==> src/bpa_pkg.sv <==
`default_nettype none
// ----------------------------------------------------------------------------
// bpa_pkg
// Types, constants and controller/datapath links of the bitmap page allocator.
// ----------------------------------------------------------------------------
package bpa_pkg;

	localparam int NUM_PAGES      = 32768;
	localparam int RESERVED_PAGES = 256;
	localparam int PAGE_BYTES     = 4096;

	localparam int RSV_EFF    = (RESERVED_PAGES < NUM_PAGES) ? RESERVED_PAGES : NUM_PAGES;
	localparam int ADDR_W     = 32;
	localparam int PADDR_W    = 27;
	localparam int CNT_W      = 16;
	localparam int PAGE_SHIFT = $clog2(PAGE_BYTES);

	// The map is held as words of used bits, one bit per page.
	localparam int WORD_W = 32;
	localparam int BIT_W  = $clog2(WORD_W);
	localparam int WORDS  = (NUM_PAGES + WORD_W - 1) / WORD_W;
	localparam int WIDX_W = $clog2(WORDS);
	localparam int PG_W   = WIDX_W + BIT_W;

	typedef enum logic [1:0] {
		ST_ALLOC   = 2'd0,
		ST_NOFREE  = 2'd1,
		ST_FREED   = 2'd2,
		ST_IGNORED = 2'd3
	} status_t;

	localparam logic OP_ALLOC = 1'b0;
	localparam logic OP_FREE  = 1'b1;

	typedef struct packed {
		logic              operation;
		logic [ADDR_W-1:0] address;
	} req_t;

	typedef struct packed {
		status_t            status;
		logic [PADDR_W-1:0] page_address;
		logic [CNT_W-1:0]   free_pages;
	} rsp_t;

	typedef struct packed {
		logic clr_step;
		logic accept;
		logic rd_issue;
		logic scan_next;
		logic commit;
		logic emit_direct;
	} cmd_t;

	typedef struct packed {
		logic clr_last;
		logic need_mem;
		logic is_alloc;
		logic word_full;
		logic slot_free;
	} sts_t;

endpackage
`default_nettype wire

==> src/bpa_ctrl.sv <==
`default_nettype none
// ----------------------------------------------------------------------------
// bpa_ctrl
// Sequencer: clearing pass, request acceptance, word scan, and commit or direct result.
// ----------------------------------------------------------------------------
module bpa_ctrl (
	input  wire logic          clk,
	input  wire logic          arst_n,
	input  wire logic          req_valid,
	output logic               req_ready,
	input  wire bpa_pkg::sts_t sts,
	output bpa_pkg::cmd_t      cmd
);
	import bpa_pkg::*;

	typedef enum logic [4:0] {
		S_CLEAR = 5'b00001,
		S_IDLE  = 5'b00010,
		S_CHECK = 5'b00100,
		S_READ  = 5'b01000,
		S_EVAL  = 5'b10000
	} state_t;

	state_t state_q, state_d;

	always_comb begin
		state_d   = state_q;
		cmd       = '0;
		req_ready = 1'b0;
		unique case (state_q)
			S_CLEAR: begin
				cmd.clr_step = 1'b1;
				if (sts.clr_last) state_d = S_IDLE;
			end
			S_IDLE: begin
				req_ready = 1'b1;
				if (req_valid) begin
					cmd.accept = 1'b1;
					state_d    = S_CHECK;
				end
			end
			S_CHECK: begin
				if (sts.need_mem) begin
					cmd.rd_issue = 1'b1;
					state_d      = S_EVAL;
				end else if (sts.slot_free) begin
					cmd.emit_direct = 1'b1;
					state_d         = S_IDLE;
				end
			end
			S_READ: begin
				cmd.rd_issue = 1'b1;
				state_d      = S_EVAL;
			end
			S_EVAL: begin
				// A full word during an allocation moves the scan to the next word.
				if (sts.is_alloc && sts.word_full) begin
					cmd.scan_next = 1'b1;
					state_d       = S_READ;
				end else if (sts.slot_free) begin
					cmd.commit = 1'b1;
					state_d    = S_IDLE;
				end
			end
			default: state_d = S_CLEAR;
		endcase
	end

	always_ff @(posedge clk or negedge arst_n) begin
		if (!arst_n) begin
			state_q <= S_CLEAR;
		end else begin
			state_q <= state_d;
		end
	end

endmodule
`default_nettype wire

==> config.mk <==
export PLATFORM = sky130hd
export DESIGN_NAME = bpa_ctrl
export DESIGN_NICKNAME = d
export VERILOG_FILES = /design/src/bpa_pkg.sv /design/src/bpa_ctrl.sv
export SDC_FILE = /design/constraint.sdc
export NUM_CORES = 1
export LEC_CHECK = 0
export BUFFER_PORTS_ARGS = -buffer_cell sky130_fd_sc_hd__buf_2
export CAP_MARGIN = 0
export CORE_AREA = 3 3 40 42
export DETAILED_ROUTE_END_ITERATION = 12
export DIE_AREA = 0 0 43 45
export SETUP_SLACK_MARGIN = 0.05
export SYNTH_ARGS = -nofsm -noshare
export SYNTH_HDL_FRONTEND = slang
export SYNTH_SLANG_ARGS = --single-unit
==> constraint.sdc <==
create_clock -name clk -period 3 [get_ports clk]
set_input_delay 0.15 -clock clk [delete_from_list [all_inputs] [get_ports clk]]
set_output_delay 0.15 -clock clk [all_outputs]
set_load 0.005 [all_outputs]
==> results of run 1 <==
## critical path, stage by stage, from the launching register on
cell and delay [ns]:
sky130_fd_sc_hd__dfrtp_1 0.46, sky130_fd_sc_hd__inv_2 0.09, sky130_fd_sc_hd__or3_4 0.40, sky130_fd_sc_hd__a2111oi_4 0.30, sky130_fd_sc_hd__buf_2 0.17
## worst paths after layout
| path | endpoint | start | cells past startpoint |
|---|---|---|---|
| hold reg to reg | state_q[0] | state_q[2] | 2 |
| min in group asynchronous | state_q[4] | arst_n | 2 |
| setup / recovery | cmd[3] | state_q[2] | 4 |
| setup reg to reg | state_q[4] | state_q[2] | 4 |
| hold / removal | state_q[1] | req_valid | 3 |
| max in group asynchronous | state_q[0] | arst_n | 2 |
## stage by stage
| step | hold slack (ns) | setup slack, ns | instances | cell area [sq um] |
|---|---|---|---|---|
| final | 0.1752 | 1.204 | 73 | 495.5 |
| after global routing | 0.1938 | 1.125 | 73 | 495.5 |
| after CTS | 0.1713 | 1.190 | 73 | 495.5 |
| after detailed placement | -0.03287 | 1.448 | 68 | 459.2 |
| after global placement | -0.03633 | 1.487 | 68 | 459.2 |
| after floorplan | -0.1456 | 1.624 | 40 | 374.1 |
## kinds of logic (layout without fill, tap and decap cells)
family	after synthesis	in the layout	synth area share [%]
AOI/OAI and AO/OA	9	9	23.42
buffers and inverters	4	22	4.012
and+or+nand+nor	22	22	38.79
DFF	5	5	33.78
## power breakdown
group | total, uW | switching, uW | internal (uW) | leakage, uW
Sequential | 114 | 29.0 | 85.2 | 0.0000656
Clock | 73.9 | 23.9 | 50.0 | 0.0000150
Combinational | 93.2 | 44.2 | 49.0 | 0.000173
Total | 281 | 97.0 | 184 | 0.000254
## layout make-up
cell class                      instances  share of cell area [%]
Clock buffer                            4                   5.303
Inverter                                3                   2.273
Multi-Input combinational cell         31                   46.97
Sequential cell                         5                   25.51
Tap cell                               15                   3.788
Timing Repair Buffer                   15                   16.16
## layout by cell type, fill, tap and decap left out
master                           n
sky130_fd_sc_hd__a31o_2          1
sky130_fd_sc_hd__nand2b_1        2
sky130_fd_sc_hd__buf_2          14
sky130_fd_sc_hd__clkbuf_1        1
sky130_fd_sc_hd__and2_1          2
sky130_fd_sc_hd__nor3b_1         2
sky130_fd_sc_hd__clkbuf_4        3
sky130_fd_sc_hd__nor2_1          2
sky130_fd_sc_hd__dfstp_2         1
sky130_fd_sc_hd__or3_4           1
sky130_fd_sc_hd__nor4bb_1        1
sky130_fd_sc_hd__a31oi_1         1
sky130_fd_sc_hd__nor3_1          1
sky130_fd_sc_hd__inv_1           2
sky130_fd_sc_hd__nand2_1         2
sky130_fd_sc_hd__a2111oi_4       1
sky130_fd_sc_hd__a211o_1         1
sky130_fd_sc_hd__and4b_1         1
sky130_fd_sc_hd__inv_2           1
sky130_fd_sc_hd__dlygate4sd3_1   1
sky130_fd_sc_hd__a21boi_0        1
sky130_fd_sc_hd__or2b_1          1
sky130_fd_sc_hd__a31o_1          1
sky130_fd_sc_hd__dfrtp_1         4
sky130_fd_sc_hd__and3_1          4
sky130_fd_sc_hd__a41o_1          1
sky130_fd_sc_hd__a21oi_1         2
sky130_fd_sc_hd__nor4_1          2
sky130_fd_sc_hd__and4_1          1
## routing by layer
layer / part of all wire [%] / global-route usage [%]
met1: 48 / 13.63
met2: 47 / 14.97
met3: 4.6 / 1.594
met4: 0 / 7.229
met5: 0 / 0
==> results.env, run 1 <==
TNS_NS=0
CORE_AREA_SQ_MM=0.001285
WORST_IR_DROP_VDD_V=0.0002778
MAPPEDNETLISTAREA_SQ_UM=374.1
GLOBALPLACE.CONGESTION=0.7179
FP-ROW-COUNT=13
DESIGN.DIE.AREA_SQ_MM=0.001935
CTS_NUM_SINKS=5
VIAS_PER_CELL=4.973
START_UTIL_PCT=29.11
POWER.LEAKAGE_uW=0.0002539
FINISH.NET_COUNT=67
GRT_PASS1_WL_UM=1476
GROUTE.USAGE.OVERALL_PCT=10.19
FIN_SKEW_NS=0.001326
SYN_INST=40
MAX_FLOP_REGISTER='state_q'
ROUTE.VIAS.TOTAL=363
SYNTHARSTFLOPSHARE_PCT=100.0
LAYOUT-AREA-OVERHEAD-VS-SYNTH_PCT=32.44
WORSTSETUPENDPOINTTYPE='output pin'
DIE_WIDTH_UM=43
FILLERINSTANCES=140
CTS_POST_SETUP_BUFFERS_INSERTED=0
WORST_EP_ARRIVAL_TIME_NS=1.65
OUTCOME='complete, no violations'
REG_TOP3='state_q: 5 flops'
TIMING_HOLD_VIOLATIONS_FINAL=0
FINAL-SETUP-VIOL-COUNT=0
POST-ROUTE-PERIOD-UTIL_PCT=59.88
POST_CTS_HOLD_BUFFER_COUNT=1
DRTITER0DRC=4
DRT_DRC_VIOLATIONS_LEFT=0
REGAREA_SQ_UM=126.4
PWR_DENSITY_CELL_mW_PER_MM2=567.6
GRT_START_MAX_NET_PINS=11
MAX_SLEW_MARGIN_PCT=76.99
CTS.ROOT.BUFFER_CELL='sky130_fd_sc_hd__clkbuf_4'
HOLD_PATH_CLASS='input port to register'
CRITPATHREQUIREDTIME_NS=2.85
YS_SEQ_ELEMENTS=5
REGISTER_TO_REGISTER_SETUP_SLACK_NS=1.54
QUANTITY_OF_GATES_RESIZED_FOLLOWING_CTS=0
FIRST_GLOBAL_VIAS=340
SYNTH.TOP_CELLS.BY_AREA='sky130_fd_sc_hd__dfrtp_1, sky130_fd_sc_hd__a2111oi_4, sky130_fd_sc_hd__dfstp_2'
WORST-SETUP-PATH-TYPE='register to output pin'
WIRE_PER_INST_UM=12.21
IOPINCOUNT=15
MAX_FREQ_MHz=556.7
GLOBAL_ROUTE.OVERFLOW_TOTAL=0
SYNTH.YOSYS.WARNINGS=0
LARGEST_REGISTER_FFS=5
POST_ROUTE_CELLS_DRIVE_ABOVE_1_SHARE_PCT=37.93
SYNTH_FLOP_CELL='sky130_fd_sc_hd__dfrtp_1'
NUMBER_OF_BUFFERS_INSERTED_DURING_CLOCK_TREE_SYNTHESIS=3
SYNTH-EDFF-COUNT=0
SYNTH_TOP_CELL_AREA_SHARE_PCT=26.76
POST_SYN_NETS=48
GRT_ANTENNA_BEFORE_REPAIR=0
MAXSLEWVIOLCOUNT=0
YOSYS.CELL_TYPES.COUNT=26
PATH_CLK_SLEW_NS=0.04
PORT_BUFFERS=14
SYN_AVG_CELL_AREA_SQ_UM=9.353
DIODES=0
DP_HPWL_UM=723.8
TRITONCTS='built'
TIMING.CRITICAL_PATH.FROM_TYPE='register'
CTS_HTREE_LEVELS=1
GRT_SETUP_UNREPAIRED='no'
SYNTH_SEQUENTIAL_AREA_RATIO_PCT=33.78
WL_UM=891
DIE_Y_UM=45
MULTI_INPUT_COMB_AREA_SQ_UM=232.7
FINAL_ANTENNA_VIOLATING_NET_COUNT=0
TIMING_WORST_SLEW_PIN_VALUE_NS=0.3452
YOSYSTOPAREACELL='sky130_fd_sc_hd__dfrtp_1'
DR.PASS1.ITERS=2
LATEST_CLOCK_ARRIVAL_WITHIN_THE_WORST_SKEW_PAIR_NS=0.23
MAXCAPVIOLCOUNT=0
UTILIZATION_PCT=38.56
TOP_CELLS_BY_INSTANCE_COUNT_AFTER_SYNTHESIS='sky130_fd_sc_hd__and3_1, sky130_fd_sc_hd__dfrtp_1'
FINALCRITICALPERIOD_NS=1.796
CTS-ROOT-TO-SINK-BUFFERS=2
CRITICAL_PATH.MAX_FANOUT=8
FIN_TOTAL_PWR_uW=281.2
Power figures use the tool's default switching activity.
==> inputs of run 2 (changes only) <==
clock period = 1.7 ns   (was 3 ns; I/O delays follow)
==> run 2 against run 1 <==
Utilization up 0.78 points. Setup slack got worse by 1.1 ns. Largest power group unchanged. Routed wire length is 0.90% higher. Critical path depth did not move.
==> results.env, run 2 (synthesis gave the netlist of run 1 again) <==
TIMING_HOLD_VIOLATIONS_FINAL=0
TRITONCTS='built'
TNS_NS=0
GLOBALPLACE.CONGESTION=0.7179
CRITICAL_PATH.REG2REG.STARTPOINT='state_q[0]'
MAXSLEWVIOLCOUNT=0
FIRST_GLOBAL_VIAS=341
DESIGN.DIE.AREA_SQ_MM=0.001935
CTS_NUM_SINKS=5
P_COMB_SHARE_PCT=34.2
FINAL_ANTENNA_VIOLATING_NET_COUNT=0
DR.PASS1.ITERS=2
WORST_IR_DROP_VDD_V=0.0005129
MAX_FREQ_MHz=614.2
MAX_FLOP_REGISTER='state_q'
CLOCK_POWER_SHARE_PCT=25.9
GRT_START_MAX_NET_PINS=11
REG2REGPATHDEPTH=4
OUTCOME='complete, no violations'
REGISTER_TO_REGISTER_SETUP_SLACK_NS=0.29
PWR_DENSITY_CELL_mW_PER_MM2=993.1
P_INT_uW=329.7
POWER.LEAKAGE_uW=0.0002560
UTILIZATION_PCT=39.34
LAYOUT-AREA-OVERHEAD-VS-SYNTH_PCT=35.12
WORSTPATHBUFFERINVERTERCOUNT=2
SETUP.WORST_PATH.END='cmd[3]'
IOPINCOUNT=15
WORST-SETUP-PATH-TYPE='register to output pin'
FIN_SKEW_NS=0.001544
POST-ROUTE-PERIOD-UTIL_PCT=95.77
VIAS_PER_CELL=5.041
WORSTREG2REGEND='state_q[2]'
LAYOUT.CELLS.MOST_COMMON_LIST='sky130_fd_sc_hd__buf_2, sky130_fd_sc_hd__and3_1, sky130_fd_sc_hd__clkbuf_4'
CRITICAL-PATH-SLOWEST-CELL='sky130_fd_sc_hd__dfrtp_2'
MAX_SLEW_MARGIN_PCT=76.91
DRT_DRC_VIOLATIONS_LEFT=0
MAXCAPVIOLCOUNT=0
LATEST_CLOCK_ARRIVAL_WITHIN_THE_WORST_SKEW_PAIR_NS=0.23
ROUTE.VIAS.TOTAL=373
CTS-ROOT-TO-SINK-BUFFERS=2
TIMING.CRITICAL_PATH.FROM_TYPE='register'
CRIT_CELLS=4
PORT_BUFFERS=14
NUMBER_OF_BUFFERS_INSERTED_DURING_CLOCK_TREE_SYNTHESIS=3
CRITICAL_PATH.CELL_CHAIN='inv_2, or3_4, a2111oi_4, buf_2'
CTS.ROOT.BUFFER_CELL='sky130_fd_sc_hd__clkbuf_4'
WORSTSETUPENDPOINTTYPE='output pin'
SWSHARE_PCT=34.33
START_UTIL_PCT=29.11
CRIT_START='state_q[2]'
DIE_Y_UM=45
GRT_PASS1_WL_UM=1483
DIODES=0
GRT_SETUP_UNREPAIRED='yes'
FINALCRITICALPERIOD_NS=1.628
FINISH.NET_COUNT=68
POST_ROUTE_CELLS_DRIVE_ABOVE_1_SHARE_PCT=42.37
GRT_ANTENNA_BEFORE_REPAIR=0
GLOBAL_ROUTE.OVERFLOW_TOTAL=0
SHARE_SEQ_OF_TOTAL_POWER_PCT=39.8
TIMING_WORST_SLEW_PIN_VALUE_NS=0.3463
CRITICAL_PATH.MAX_FANOUT=5
DP_HPWL_UM=723.8
DRTITER0DRC=3
FINAL-SETUP-VIOL-COUNT=0
CORE_AREA_SQ_MM=0.001285
WORST_EP_ARRIVAL_TIME_NS=1.54
LARGEST_REGISTER_FFS=5
CRITPATHREQUIREDTIME_NS=1.62
REG_TOP3='state_q: 5 flops'
LEADING_CELL_TYPE_IN_THE_LAYOUT_FILL_AND_TAPS_EXCLUDED='sky130_fd_sc_hd__buf_2'
CRIT_PATH_MAX_INCR_DELAY_NS=0.39
CELL_TYPE_GROUP_WITH_THE_LARGEST_TOTAL_DELAY_ON_THE_CRITICAL_PATH='flip-flops'
DIE_WIDTH_UM=43
WL_UM=899
HOLD_PATH_CLASS='input port to register'
CTS_HTREE_LEVELS=1
PATH_CLK_SLEW_NS=0.04
WIRE_PER_INST_UM=12.15
GROUTE.USAGE.OVERALL_PCT=10.28
NETSWITCHINGPOWER_uW=172.4
FP-ROW-COUNT=13
[run 2: how the worst min path moves through the flow]
stage	slack [ns]	endpoint	start	cells after the start
floorplan	-0.21	state_q[1]	arst_n	0
global placement	-0.10	state_q[4]	arst_n	1
detailed placement	-0.1	state_q[4]	arst_n	1
CTS	0.11	state_q[1]	req_valid	3
global route	0.13	state_q[3]	sts[1]	2
finish	0.11	state_q[1]	req_valid	3
[run 2: through the flow]
step	cell area [sq um]	instances	total power [uW]	worst slack, ns	hold WS, ns
floorplan	374.1	40	303.5	0.3242	-0.2106
global placement	459.2	68	366.4	0.2523	-0.1013
detailed placement	459.2	68	369.4	0.2130	-0.09787
CTS	505.5	74	513.0	0.05907	0.1063
global route	505.5	74	545.9	0.004147	0.1286
finish	505.5	74	502.0	0.07188	0.1104
[run 2: layout make-up]
class | instances | area (sq um)
well taps | 15 | 18.77
flip-flops and latches | 5 | 128.9
clock buffers | 4 | 26.28
multi-input cells | 31 | 232.7
fillers | 140 | 779.5
repair buffers | 16 | 87.58
inverters | 3 | 11.26
[run 2: routing by layer]
layer | track usage [%] | vias to the layer above | part of all wire, %
met5 | 0 | - | 0
li1 | - | 191 | -
met3 | 1.594 | 0 | 4.6
met2 | 14.97 | 9 | 47
met1 | 13.87 | 173 | 48
met4 | 7.229 | 0 | 0
[run 2: repair_timing]
item | in CTS | in global routing
endpoints found under the setup margin | 1 | 4
endpoints found under the hold margin | 5 | 0
hold buffers | 1 | 0
buffers inserted | 1 | 0
gates resized for setup | 2 | 0
[run 2: power by group through the flow]
stage               Clock (uW)  Combinational (uW)  Sequential [uW]
finish                     130                 172              200
global route               140                 198              208
CTS                        138                 175              201
detailed placement           0                 165              204
global placement             0                 164              203
floorplan                    0                 114              189
[run 2: worst min-delay path, cell delays in order]
cell and delay [ns]:
sky130_fd_sc_hd__buf_2 0.08, sky130_fd_sc_hd__nand2b_1 0.09, sky130_fd_sc_hd__a21oi_1 0.05
